File: src/sv/b64dv_pkg.sv
// ----------------------------------------------------------------------------
// b64dv_pkg: shared definitions for the validating base64 decoder
// Status codes, the pad character and the alphabet lookup used by the decoder.
// ----------------------------------------------------------------------------
`default_nettype none

package b64dv_pkg;

  // Message status codes, reported with the last character.
  localparam logic [2:0] STAT_OK         = 3'd0;
  localparam logic [2:0] STAT_BAD_CHAR   = 3'd1;
  localparam logic [2:0] STAT_AFTER_PAD  = 3'd2;
  localparam logic [2:0] STAT_MANY_PADS  = 3'd3;
  localparam logic [2:0] STAT_BAD_LENGTH = 3'd4;

  localparam logic [7:0] PAD_CHAR = 8'h3D;  // '='
  localparam logic [1:0] PAD_MAX  = 2'd3;

  // Sextet lookup result: a flag for characters outside both alphabets.
  typedef struct packed {
    logic       bad;
    logic [5:0] value;
  } sextet_t;

  // Maps a character of the standard or URL-safe alphabet to its 6-bit value.
  function automatic sextet_t sextet_of(input logic [7:0] ch);
    sextet_t res;
    res.bad   = 1'b0;
    res.value = 6'd0;
    if (ch >= 8'h41 && ch <= 8'h5A) begin
      res.value = 6'(ch - 8'h41);
    end else if (ch >= 8'h61 && ch <= 8'h7A) begin
      res.value = 6'(ch - 8'h61 + 8'd26);
    end else if (ch >= 8'h30 && ch <= 8'h39) begin
      res.value = 6'(ch - 8'h30 + 8'd52);
    end else if (ch == 8'h2B || ch == 8'h2D) begin
      res.value = 6'd62;
    end else if (ch == 8'h2F || ch == 8'h5F) begin
      res.value = 6'd63;
    end else begin
      res.bad = 1'b1;
    end
    return res;
  endfunction

endpackage

`default_nettype wire

File: src/sv/base64_decoder_validating.sv
// ----------------------------------------------------------------------------
// base64_decoder_validating: streaming base64 decoder with message status
// Decodes one character per request, emits each byte as it completes and
// reports a status with the character marked last.
// ----------------------------------------------------------------------------
//
//  Channel  | Handshake             | Payload
//  ---------+-----------------------+-------------------------------------------
//  input    | in_valid / in_stall   | code_char, msg_last
//  output   | out_valid / out_stall | data_byte, byte_valid, msg_end, status
//
// One character is taken every cycle while in_stall is low; an accepted request passes
// from the input register to the result register, which drives the outputs.
// Rst is synchronous and active high; it clears the decode state and empties
// both registers.
// A stalled result holds the input register only when the waiting character
// itself produces a result; characters that produce nothing still drain.
// Characters after the last one start a fresh message with cleared state.
//
`default_nettype none

module base64_decoder_validating (
  input  wire logic       clk,
  input  wire logic       rst,
  input  wire logic       in_valid,
  output logic            in_stall,
  input  wire logic [7:0] code_char,
  input  wire logic       msg_last,
  output logic            out_valid,
  input  wire logic       out_stall,
  output logic [7:0]      data_byte,
  output logic            byte_valid,
  output logic            msg_end,
  output logic [2:0]      status
);

  // Input register.
  logic       in_held;
  logic [7:0] held_char;
  logic       held_last;

  // Decode state.
  logic [1:0] sextet_phase;
  logic [5:0] held_bits;
  logic       pad_seen;
  logic [1:0] pad_total;
  logic [2:0] first_error;

  logic [1:0] sextet_phase_next;
  logic [5:0] held_bits_next;
  logic       pad_seen_next;
  logic [1:0] pad_total_next;
  logic [2:0] first_error_next;

  b64dv_pkg::sextet_t sx;
  logic       have_byte;
  logic [7:0] byte_next;
  logic [2:0] status_next;
  logic       produces;
  logic       out_free;
  logic       advance;

  // Decode the held character against the current state.
  always_comb begin
    sx                = b64dv_pkg::sextet_of(held_char);
    sextet_phase_next = sextet_phase;
    held_bits_next    = held_bits;
    pad_seen_next     = pad_seen;
    pad_total_next    = pad_total;
    first_error_next  = first_error;
    have_byte         = 1'b0;
    byte_next         = 8'd0;
    if (held_char == b64dv_pkg::PAD_CHAR) begin
      pad_seen_next = 1'b1;
      if (pad_total != b64dv_pkg::PAD_MAX) begin
        pad_total_next = pad_total + 2'd1;
      end
    end else if (pad_seen) begin
      if (first_error == b64dv_pkg::STAT_OK) begin
        first_error_next = b64dv_pkg::STAT_AFTER_PAD;
      end
    end else if (sx.bad) begin
      if (first_error == b64dv_pkg::STAT_OK) begin
        first_error_next = b64dv_pkg::STAT_BAD_CHAR;
      end
    end else begin
      case (sextet_phase)
        2'd0: begin
          held_bits_next = sx.value;
        end
        2'd1: begin
          byte_next      = {held_bits, sx.value[5:4]};
          held_bits_next = {2'b00, sx.value[3:0]};
          have_byte      = 1'b1;
        end
        2'd2: begin
          byte_next      = {held_bits[3:0], sx.value[5:2]};
          held_bits_next = {4'b0000, sx.value[1:0]};
          have_byte      = 1'b1;
        end
        default: begin
          byte_next      = {held_bits[1:0], sx.value};
          held_bits_next = 6'd0;
          have_byte      = 1'b1;
        end
      endcase
      sextet_phase_next = sextet_phase + 2'd1;
    end

    // Status for the last character, first error taking priority.
    if (!held_last) begin
      status_next = b64dv_pkg::STAT_OK;
    end else if (first_error_next != b64dv_pkg::STAT_OK) begin
      status_next = first_error_next;
    end else if (pad_total_next == b64dv_pkg::PAD_MAX) begin
      status_next = b64dv_pkg::STAT_MANY_PADS;
    end else if (sextet_phase_next == 2'd1) begin
      status_next = b64dv_pkg::STAT_BAD_LENGTH;
    end else begin
      status_next = b64dv_pkg::STAT_OK;
    end
  end

  // Flow control: a character moves on unless its result has nowhere to go.
  assign produces = have_byte || held_last;
  assign out_free = !out_valid || !out_stall;
  assign advance  = in_held && (out_free || !produces);
  assign in_stall = in_held && !advance;

  // Input register.
  always_ff @(posedge clk) begin
    if (rst) begin
      in_held <= 1'b0;
    end else if (!in_stall) begin
      in_held <= in_valid;
    end
    if (!in_stall && in_valid) begin
      held_char <= code_char;
      held_last <= msg_last;
    end
  end

  // Decode state, cleared after the last character of a message.
  always_ff @(posedge clk) begin
    if (rst) begin
      sextet_phase <= 2'd0;
      held_bits    <= 6'd0;
      pad_seen     <= 1'b0;
      pad_total    <= 2'd0;
      first_error  <= b64dv_pkg::STAT_OK;
    end else if (advance) begin
      if (held_last) begin
        sextet_phase <= 2'd0;
        held_bits    <= 6'd0;
        pad_seen     <= 1'b0;
        pad_total    <= 2'd0;
        first_error  <= b64dv_pkg::STAT_OK;
      end else begin
        sextet_phase <= sextet_phase_next;
        held_bits    <= held_bits_next;
        pad_seen     <= pad_seen_next;
        pad_total    <= pad_total_next;
        first_error  <= first_error_next;
      end
    end
  end

  // Result register.
  always_ff @(posedge clk) begin
    if (rst) begin
      out_valid <= 1'b0;
    end else if (advance && produces) begin
      out_valid <= 1'b1;
    end else if (!out_stall) begin
      out_valid <= 1'b0;
    end
    if (advance && produces) begin
      data_byte  <= byte_next;
      byte_valid <= have_byte;
      msg_end    <= held_last;
      status     <= status_next;
    end
  end

  // The last character leaves a clean state for the next message.
  a_clear_after_last: assert property (@(posedge clk) disable iff (rst)
    advance && held_last |=> sextet_phase == 2'd0 && pad_total == 2'd0 &&
                             first_error == b64dv_pkg::STAT_OK)
    else $error("decode state not cleared after last character");

  // Leftover bits never exceed what the phase allows.
  a_held_width: assert property (@(posedge clk) disable iff (rst)
    (sextet_phase != 2'd0 || held_bits == 6'd0) &&
    (sextet_phase != 2'd2 || held_bits[5:4] == 2'b00) &&
    (sextet_phase != 2'd3 || held_bits[5:2] == 4'b0000))
    else $error("held bits wider than the sextet phase allows");

  // Pad flag and pad count agree.
  a_pad_agree: assert property (@(posedge clk) disable iff (rst)
    pad_seen == (pad_total != 2'd0))
    else $error("pad flag and pad count disagree");

  // A result carries a byte, the end of a message, or both.
  a_result_content: assert property (@(posedge clk) disable iff (rst)
    out_valid |-> byte_valid || msg_end)
    else $error("empty result presented");

  // Status is nonzero only at the end of a message.
  a_status_end: assert property (@(posedge clk) disable iff (rst)
    out_valid && !msg_end |-> status == b64dv_pkg::STAT_OK)
    else $error("status set on a mid-message result");

endmodule

`default_nettype wire
File: config.mk
export PLATFORM = sky130hd
export DESIGN_NAME = base64_decoder_validating
export DESIGN_NICKNAME = d
export VERILOG_FILES = /design/src/sv/b64dv_pkg.sv /design/src/sv/base64_decoder_validating.sv
export SDC_FILE = /design/constraint.sdc
export NUM_CORES = 1
export LEC_CHECK = 0
export BUFFER_PORTS_ARGS = -buffer_cell sky130_fd_sc_hd__buf_4
export CAP_MARGIN = 30
export CELL_PAD_IN_SITES_DETAIL_PLACEMENT = 0
export CELL_PAD_IN_SITES_GLOBAL_PLACEMENT = 1
export CORE_ASPECT_RATIO = 0.6
export CORE_UTILIZATION = 40
export DETAILED_ROUTE_END_ITERATION = 8
export PLACE_DENSITY = 0.83
export SETUP_SLACK_MARGIN = 0.15
export SYNTH_ARGS = -nofsm -noshare
export SYNTH_HDL_FRONTEND = slang
export SYNTH_SLANG_ARGS = --single-unit
File: constraint.sdc
create_clock -name clk -period 3.35 [get_ports clk]
set_clock_uncertainty 0.05 [all_clocks]
set_input_delay 0 -clock clk [delete_from_list [all_inputs] [get_ports clk]]
set_output_delay 0 -clock clk [all_outputs]
set_load 0.05 [all_outputs]
==> results.tsv, run 1 <==
stage	metric	value	unit
run_status	status	finished, final reports clean	
sta	min_period_over_period	89.41	%
setup_path	cp-end-kind	flop	
place	place_ws	0.3588	ns
yosys	synth_top_cell_by_area	edfxtp_1	
min_path	hold_depth	4	
finish	post-route-cell-area	2907	um2
clocking	cts_tree	yes	
global_route	grt_pass1_vias	1753	
detailed_routing	ant_nets	0	
global_route	busiest_layer	met1	
yosys	async_flop_share	0	%
sta	rsz0062_at_grt	false	
clocking	clk_pin_slew	0.07	ns
clocking	cts.sinks	38	
yosys	yosysMostFrequentCell	nor2_1	
sta	fin_crit	2.995	ns
detailed_routing	post_drt_wl_per_cell	14.27	um
yosys	synth-warning-count	0	
die	start_util	42.10	%
place	place_inst	364	
finish	area_growth	22.20	%
global_route	antenna_found_initial	0	
yosys	synthFlopType	edfxtp_1	
die	core_area	5649	um2
yosys	synthCells	259	
yosys	synth_commonest_cells	31 x nor2_1, 22 x edfxtp_1, 22 x nand2_1	
die	pin_count	28	
sta	setup_ws	0.3549	ns
clocking	clk_path_buf_depth	2	
detailed_routing	wl	5479	um
finish	diodes	0	
place	portBuffers	27	
setup_path	ff2ff_path_depth	10	
die	die_area	6269	um2
sta	tns	0	ns
clocking	numCtsBuffers	5	
detailed_routing	num_vias	2091	
die	die-height	61.73	um
yosys	ys_top_cells_by_area	edfxtp_1 28%, dfxtp_1 13%, ha_1 6.8%	
global_route	gr-total-overflow	0	
yosys	ys_seq_area_share	41.24	%
sta	slew_violations	0	
setup_path	cp-start-kind	flop	
clocking	cts_hold_buf	12	
die	die_w	101.6	um
detailed_routing	drt-vias-per-instance	5.445	
power	vdd_drop_max	191.5	uV
sta	hold_viol	0	
clocking	cts-root-buf	clkbuf_8	
power	power_leakage	1.109	nW
place	gp_congestion	0.9017	
yosys	synth-edff-count	22	
global_route	grtUsageTotal	18.15	%
global_route	grt_use_met3	5.481	%
yosys	synth_top_cell_area_share	27.77	%
clocking	cts_setup_buffers	0	
yosys	synth_area_per_cell	9.184	um2
clocking	post_cts_resized	0	
finish	final_nets	329	
place	dpl_cell_area	2695	um2
detailed_routing	first_pass_iters	5	
global_route	grt_use_met2	24.42	%
yosys	syn-cell-area	2379	um2
setup_path	cp_max_fo	8	
global_route	use_met1	27.90	%
sta	worst_pin_slew	0.6056	ns
sta	fmax	0.3339	GHz
place	dpl.hpwl	4101	um
sta	setup_viol	0	
power	p_per_area	350.7	nW/um2
global_route	grt_max_degree	21	
clocking	clk_latency	0.29	ns
yosys	ys_ff_latch	38	
detailed_routing	drt_iter0_drc	116	
job	max_cap_viol_count	0	
clocking	ctsHtreeMaxLevel	2	
finish	layout-drive-gt1-share	17.11	%
global_route	grt_pass1_wl	8507	um
setup_path	required	3.48	ns
setup_path	path_class	reg2reg	
yosys	synthDistinctLibCells	58	
finish	instances_no_fill	384	
sta	relSlewSlack	59.63	%
min_path	hold_class	in2reg	
setup_path	cp_data_arrival_time	3.12	ns
finish	finish.utilization	51.45	%
yosys	synthesis.nets	285	
detailed_routing	drc_errors	0	
die	num_rows	21	
## cell families (layout without fill, tap and decap cells)
kind of cell / after synthesis / after routing / share of synthesized area [%]
flip-flops: 38 / 38 / 41.24
buffers and inverters: 24 / 69 / 4.156
adder cells (fa/ha/maj): 13 / 13 / 6.839
XOR/XNOR: 5 / 5 / 1.841
multiplexers: 2 / 2 / 0.8417
AO/OA/AOI/OAI: 82 / 82 / 23.99
AND/OR/NAND/NOR: 95 / 95 / 21.09
## cells in the final DEF, fill, tap and decap left out, types with 2 or more instances in the layout
cell type	count
ha_1	13
a31oi_1	8
a21oi_1	20
or3_1	2
o22ai_1	3
nor3b_1	2
xor2_1	3
a211oi_1	4
or3b_1	4
xnor2_1	2
o31ai_1	2
nand3b_1	4
mux2i_1	2
edfxtp_1	22
a21o_1	3
nor4_1	4
o211a_1	2
nand2b_1	2
clkbuf_8	6
o21ai_0	13
dlygate4sd3_1	12
a22o_1	2
a221oi_1	3
nor2b_1	6
and2_1	2
nor2_1	31
buf_4	35
o211ai_1	2
inv_1	13
nor3_1	3
o21a_1	2
a22oi_1	5
dfxtp_1	16
nand3_1	4
nand2_1	22
## sequential cells by signal (all words and copies together) (netlist names), 2 cells and up
name	count
data_byte	8
held_bits	6
status	3
held_char	8
sextet_phase	2
first_error	3
pad_total	2
## through the flow
step                total power [mW]  hold slack [ns]
floorplan                     0.6372          0.04887
global placement              0.6895           0.1282
detailed placement            0.6887           0.1294
CTS                            1.025          0.06588
global route                   1.060          0.09997
finish                         1.019          0.07209
## critical path, cell delays in order (launching register included)
cell	delay, ns
edfxtp_1	0.40
inv_1	0.16
ha_1	0.32
a21o_1	0.20
nand2_1	0.11
o311a_2	0.45
o31ai_4	0.25
nor2_1	0.08
o2111ai_2	0.21
a21oi_1	0.10
dlygate4sd3_1	0.55
## metal layers
| metal | vias up | part of all wire, % |
|---|---|---|
| li1 | 1053 | - |
| met1 | 960 | 55 |
| met2 | 74 | 38 |
| met3 | 4 | 6.9 |
| met4 | 0 | 0.42 |
| met5 | - | 0 |
## path summary, 6_finish.rpt
path           startpoint      endpoint  slack [ns]
max          held_char[2]       in_held        0.35
max reg2reg  held_char[2]       in_held        0.35
min reg2reg  held_bits[1]  held_bits[1]        0.44
min             out_stall     out_valid        0.07
## final cells by class
type | count | area (um2)
clock buffer | 7 | 86.33
clock inverter | 1 | 5.005
fill | 507 | 2743
inverter | 14 | 52.55
multi-input combinational | 197 | 1299
sequential | 38 | 980.9
tap | 80 | 100.1
timing repair buffer | 47 | 382.9
## power by group
part	total, mW	leakage [nW]	switching (mW)	internal, mW
clock	0.328	0.0482	0.161	0.166
sequential	0.523	0.332	0.0163	0.507
combinational	0.169	0.728	0.0992	0.0694
Power figures use the tool's default switching activity.
==> inputs of run 2 (changes only) <==
==> config.mk (replaced) <==
export PLATFORM = sky130hd
export DESIGN_NAME = base64_decoder_validating
export DESIGN_NICKNAME = d
export VERILOG_FILES = /design/src/sv/b64dv_pkg.sv /design/src/sv/base64_decoder_validating.sv
export SDC_FILE = /design/constraint.sdc
export NUM_CORES = 1
export LEC_CHECK = 0
export BUFFER_PORTS_ARGS = -buffer_cell sky130_fd_sc_hd__buf_2
export CAP_MARGIN = 30
export CORE_ASPECT_RATIO = 0.6
export CORE_MARGIN = 2
export CORE_UTILIZATION = 40
export DETAILED_ROUTE_END_ITERATION = 8
export PLACE_DENSITY = 0.69
export SETUP_SLACK_MARGIN = 0.15
export SYNTH_ARGS = -nofsm -noshare
export SYNTH_HDL_FRONTEND = slang
export SYNTH_SLANG_ARGS = --single-unit
==> run 2 against run 1 <==
  * Utilization down 1.4 points
  * Flip-flop and latch count unchanged
  * Die area increased by 5.3%
  * Clock-buffer cell count is 2 lower
  * Via count rose by 1.6%
  * Global-route usage is 0.49 points lower
  * Critical endpoint is now held_bits[3]
  * Largest power group unchanged
==> results.tsv, run 2 (synthesized netlist as in run 1, its figures left out) <==
stage	metric	value	unit	change
finish	final_cell_mix	31 x nor2_1, 27 x buf_2, 22 x nand2_1, 22 x edfxtp_1, 20 x a21oi_1		was 35 x buf_4, 31 x nor2_1, 22 x nand2_1, 22 x edfxtp_1, 20 x a21oi_1
min_path	worstHoldStart	out_stall		unchanged
clocking	clk_path_buf_depth	2		unchanged
detailed_routing	num_vias	2125		was 2091
sta	setup_viol	0		unchanged
clocking	cts-root-buf	clkbuf_8		unchanged
setup_path	startpoint	held_char[1]		was held_char[2]
finish	diodes	0		unchanged
place	place_ws	0.4053	ns	was 0.3588 ns
die	num_rows	21		unchanged
sta	tns	0	ns	unchanged
finish	largestRegisters	data_byte x8, held_char x8, held_bits x6		unchanged
power	p_per_area	350.7	nW/um2	about the same
power	p_sw_share	28.25	%	was 27.16%
detailed_routing	drc_errors	0		unchanged
sta	setup_ws	0.3522	ns	was 0.3549 ns
sta	rsz0062_at_grt	false		unchanged
min_path	hold_end	out_valid		unchanged
job	max_cap_viol_count	0		unchanged
clocking	clk_pin_slew	0.08	ns	was 0.07 ns
setup_path	path_class	reg2reg		unchanged
setup_path	cp_data_arrival_time	3.17	ns	was 3.12 ns
global_route	grt_pass1_vias	1927		was 1753
place	portBuffers	27		unchanged
die	die_area	6599	um2	was 6269 um2
setup_path	r2r_slack	0.35	ns	about the same
global_route	grt_pass1_wl	9259	um	was 8507 um
power	power.share.clock	31.2	%	was 32.1%
finish	layout-drive-gt1-share	17.16	%	was 17.11%
detailed_routing	first_pass_iters	6		was 5
power	p_sw	280.1	uW	was 276.9 uW
finish	fillCellCount	534		was 507
finish	layout_commonest_cell	nor2_1		was buf_4
power	vdd_drop_max	209.9	uV	was 191.5 uV
finish	area_growth	18.83	%	was 22.20%
global_route	grtUsageTotal	17.66	%	was 18.15%
sta	fin_crit	2.998	ns	was 2.995 ns
die	core_area	5649	um2	unchanged
setup_path	ff2ff_path_depth	11		was 10
min_path	hold_depth	4		unchanged
sta	slew_violations	0		unchanged
clocking	numCtsBuffers	5		unchanged
global_route	grt_max_degree	21		unchanged
detailed_routing	ant_nets	0		unchanged
detailed_routing	post_drt_wl_per_cell	14.08	um	was 14.27 um
detailed_routing	drt_iter0_drc	150		was 116
sta	worst_pin_slew	0.5714	ns	was 0.6056 ns
power	comb_power_share	16.1	%	was 16.5%
finish	final_nets	328		was 329
setup_path	required	3.52	ns	was 3.48 ns
setup_path	cp-end-kind	flop		unchanged
clocking	cts_tree	yes		unchanged
power	power_leakage	1.074	nW	was 1.109 nW
setup_path	cp-start-kind	flop		unchanged
run_status	status	finished, final reports clean		unchanged
die	pin_count	28		unchanged
clocking	ctsHtreeMaxLevel	2		unchanged
sta	hold_viol	0		unchanged
power	seqPwrFrac	52.7	%	was 51.3%
global_route	gr-total-overflow	0		unchanged
sta	relSlewSlack	61.91	%	was 59.63%
die	die-height	63.73	um	was 61.73 um
setup_path	cp_max_fo	15		was 8
place	dpl.hpwl	4087	um	was 4101 um
global_route	antenna_found_initial	0		unchanged
die	start_util	42.10	%	unchanged
setup_path	rr_startpoint	held_char[1]		was held_char[2]
die	die_w	103.6	um	was 101.6 um
place	gp_congestion	0.9253		was 0.9017
detailed_routing	wl	5391	um	was 5479 um
min_path	hold_class	in2reg		unchanged
detailed_routing	drt-vias-per-instance	5.548		was 5.445
power	cell_internal_pwr	711.3	uW	was 742.4 uW
sta	fmax	0.3336	GHz	was 0.3339 GHz
clocking	clk_latency	0.30	ns	was 0.29 ns
setup_path	reg2reg_to	held_bits[3]		was in_held
sta	min_period_over_period	89.49	%	was 89.41%
clocking	cts_setup_buffers	0		unchanged
clocking	cts.sinks	38		unchanged
==> run 2: through the flow <==
step	util [%]	hold slack, ns	instances	area (um2)	power [mW]
2_1_floorplan	-	0.04887	259	2379	0.6372
3_3_place_gp	46.38	0.1262	363	2620	0.6795
3_5_place_dp	46.38	0.1281	363	2620	0.6801
4_1_cts	50.01	0.05908	383	2825	0.9999
5_1_grt	50.03	0.1121	383	2826	1.039
6_report	50.03	0.07239	383	2826	0.9913
==> run 2: worst max-delay path, stage by stage (launching register included) <==
cell and delay, ns:
edfxtp_1 0.52, inv_1 0.13, ha_1 0.28, nor2b_1 0.18, o21ai_2 0.25, o311a_2 0.28
o31ai_4 0.08, buf_4 0.20, a21o_1 0.22, buf_4 0.17, or3_1 0.37, a21oi_1 0.18
==> run 2: layout make-up <==
type / count / area (um2) / share of cell area (%)
flip-flops and latches: 38 / 980.9 / 34.71
inverters: 14 / 52.55 / 1.859
repair buffers: 46 / 307.8 / 10.89
clock buffers: 5 / 68.82 / 2.435
well taps: 80 / 100.1 / 3.541
clock inverters: 3 / 16.27 / 0.5755
multi-input cells: 197 / 1300 / 45.99
==> run 2: per-layer routing <==
| layer | vias to the layer above | share of wire, % | GRT usage, % |
|---|---|---|---|
| met4 | 0 | 0.89 | 4.899 |
| li1 | 1051 | - | - |
| met3 | 6 | 8.1 | 4.286 |
| met1 | 983 | 50 | 26.16 |
| met5 | - | 0 | 0 |
| met2 | 85 | 41 | 25.58 |
==> run 2: power by group through the flow <==
stage,combinational (mW),sequential [mW],clock (mW)
final,0.160,0.522,0.309
after detailed placement,0.147,0.533,0
after global placement,0.147,0.532,0
after CTS,0.158,0.522,0.319
after floorplan,0.0925,0.545,0
after global routing,0.176,0.525,0.339
==> run 2: worst max-delay path by stage <==
stage                         to  cells past startpoint
global placement    held_bits[3]                     11
floorplan           held_char[0]                     10
global route             in_held                      9
CTS                 held_bits[3]                     11
detailed placement     held_last                      8
finish              held_bits[3]                     11
==> run 2: what timing repair did <==
item,4_1_cts,5_1_grt
endpoints found under the setup margin,0,9
gates resized for setup,0,1
endpoints found under the hold margin,17,0
hold buffers,12,0
==> inputs of run 3 (changes only) <==
--- a/config.mk
+++ b/config.mk
@@ -5,7 +5,7 @@
 export SDC_FILE = /design/constraint.sdc
 export NUM_CORES = 1
 export LEC_CHECK = 0
-export BUFFER_PORTS_ARGS = -buffer_cell sky130_fd_sc_hd__buf_2
+export BUFFER_PORTS_ARGS = -buffer_cell sky130_fd_sc_hd__buf_4
 export CAP_MARGIN = 30
 export CORE_ASPECT_RATIO = 0.6
 export CORE_MARGIN = 2
==> run 3 against run 2 <==
  * Worst hold slack lost 0.011 ns
  * Critical path depth shrank 2
  * Largest cell class unchanged
  * Via count about the same
  * Critical path type unchanged
  * Critical endpoint is now in_held
  * Maximum frequency fell by 1.0%
  * Non-clock buffer count is 1 higher
==> results.tsv, run 3 (synthesized netlist as in run 1, its figures left out) <==
stage	metric	value	unit	change
sta	setup_viol	0		unchanged
die	die_w	103.6	um	unchanged
clocking	clk_latency	0.29	ns	was 0.30 ns
setup_path	required	3.48	ns	was 3.52 ns
setup_path	cp_data_arrival_time	3.15	ns	was 3.17 ns
clocking	cts.sinks	38		unchanged
sta	fin_crit	3.028	ns	was 2.998 ns
power	comb_power_share	16.3	%	was 16.1%
power	cell_internal_pwr	769.1	uW	was 711.3 uW
sta	tns	0	ns	unchanged
place	gp_congestion	0.8928		was 0.9253
finish	diodes	0		unchanged
finish	area_growth	22.67	%	was 18.83%
clocking	ctsHtreeMaxLevel	2		unchanged
die	pin_count	28		unchanged
power	power_leakage	1.112	nW	was 1.074 nW
finish	layout-drive-gt1-share	17.11	%	was 17.16%
die	core_area	5649	um2	unchanged
detailed_routing	drc_errors	0		unchanged
global_route	grt_max_degree	21		unchanged
sta	worst_pin_slew	0.5640	ns	was 0.5714 ns
die	die_area	6599	um2	unchanged
min_path	hold_class	in2reg		unchanged
sta	hold_viol	0		unchanged
power	p_sw_share	26.58	%	was 28.25%
power	vdd_drop_max	171.7	uV	was 209.9 uV
global_route	grtUsageTotal	18.76	%	was 17.66%
setup_path	path_class	reg2reg		unchanged
sta	min_period_over_period	90.39	%	was 89.49%
power	power.share.clock	33.8	%	was 31.2%
finish	largestRegisters	data_byte x8, held_char x8, held_bits x6		unchanged
die	die-height	63.73	um	unchanged
detailed_routing	drt-vias-per-instance	5.536		was 5.548
sta	rsz0062_at_grt	false		unchanged
global_route	gr-total-overflow	0		unchanged
sta	slew_violations	0		unchanged
setup_path	cp-start-kind	flop		unchanged
detailed_routing	ant_nets	0		unchanged
global_route	grt_pass1_wl	9791	um	was 9259 um
detailed_routing	first_pass_iters	5		was 6
finish	finish.utilization	51.65	%	was 50.03%
clocking	numCtsBuffers	5		unchanged
finish	final_cell_mix	35 x buf_4, 31 x nor2_1, 22 x nand2_1, 22 x edfxtp_1, 20 x a21oi_1		was 31 x nor2_1, 27 x buf_2, 22 x nand2_1, 22 x edfxtp_1, 20 x a21oi_1
power	seqPwrFrac	49.9	%	was 52.7%
clocking	cts-root-buf	clkbuf_8		unchanged
place	portBuffers	27		unchanged
place	dpl.hpwl	4301	um	was 4087 um
die	num_rows	21		unchanged
detailed_routing	post_drt_wl_per_cell	15.14	um	was 14.08 um
finish	layout_commonest_cell	buf_4		was nor2_1
power	p_sw	278.5	uW	was 280.1 uW
clocking	clk_path_buf_depth	2		unchanged
detailed_routing	wl	5812	um	was 5391 um
setup_path	cp_max_fo	9		was 15
power	fin_total_pwr	1.048	mW	was 991.3 uW
detailed_routing	num_vias	2126		was 2125
job	max_cap_viol_count	0		unchanged
die	start_util	42.10	%	unchanged
power	p_per_area	359.0	nW/um2	was 350.7 nW/um2
sta	fin_hold_ws	0.06157	ns	was 0.07239 ns
run_status	status	finished, final reports clean		unchanged
detailed_routing	drt_iter0_drc	143		was 150
sta	relSlewSlack	62.40	%	was 61.91%
global_route	antenna_found_initial	0		unchanged
finish	final_nets	329		was 328
sta	fmax	0.3302	GHz	was 0.3336 GHz
global_route	grt_pass1_vias	1964		was 1927
clocking	clk_pin_slew	0.08	ns	about the same
clocking	cts_tree	yes		unchanged
setup_path	cp-end-kind	flop		unchanged
run 3: changes by cell type in the layout (fill, tap and decap cells not counted), sizes merged:
| cell | change |
|---|---|
| clkbuf | +3 |
| clkinv | -2 |
| buf | +1 |
| clkinvlp | -1 |
run 3: what timing repair did:
action	CTS	global route
gates resized for setup	0	1
setup buffers	0	1
hold buffers	12	0
endpoints found under the setup margin	0	10
endpoints found under the hold margin	17	0
run 3: area by class of cell:
type	instances	area [um2]
clock buffer	8	101.3
fill	492	2731
multi-input combinational	197	1300
tap	80	100.1
sequential	38	980.9
inverter	14	52.55
timing repair buffer	47	382.9
run 3: layer usage:
| layer | wire (um) | part of all wire, % | up-vias | GRT usage, % |
|---|---|---|---|---|
| li1 | - | - | 1054 | - |
| met1 | 2932 | 50 | 988 | 27.98 |
| met2 | 2373 | 41 | 78 | 27.32 |
| met3 | 460 | 7.9 | 6 | 5.000 |
| met4 | 44 | 0.76 | 0 | 3.716 |
| met5 | 0 | 0 | - | 0 |
run 3: power by group through the flow:
stage / Combinational, mW / Clock [mW] / Sequential (mW)
after CTS: 0.167 / 0.358 / 0.523
after global routing: 0.187 / 0.378 / 0.525
after detailed placement: 0.156 / 0 / 0.534
after floorplan: 0.0925 / 0 / 0.545
final: 0.171 / 0.354 / 0.523
after global placement: 0.155 / 0 / 0.533
run 3: worst max-delay path: stages (launching register included):
cell	delay [ns]
edfxtp_1	0.53
ha_1	0.37
a21o_1	0.20
nand2_1	0.10
o311a_2	0.45
o31ai_4	0.27
nor2_1	0.09
o2111ai_2	0.20
a21oi_1	0.09
dlygate4sd3_1	0.55
run 3: per-stage QoR:
stage                     setup slack, ns  cell area, um2  instances
after floorplan                    0.4264            2379        259
after global placement             0.4754            2688        363
after detailed placement           0.3045            2688        363
after CTS                          0.3020            2909        383
after global routing               0.1588            2918        384
final                              0.3219            2918        384
run 3: path summary, 6_finish.rpt:
| check | depth (start not counted) | from | end | slack (ns) |
|---|---|---|---|---|
| worst max register to register | 9 | held_char[3] | in_held | 0.32 |
| worst min-delay path | 4 | out_stall | out_valid | 0.06 |
| worst max-delay path | 9 | held_char[3] | in_held | 0.32 |
| worst min register to register | 2 | held_bits[2] | held_bits[2] | 0.44 |
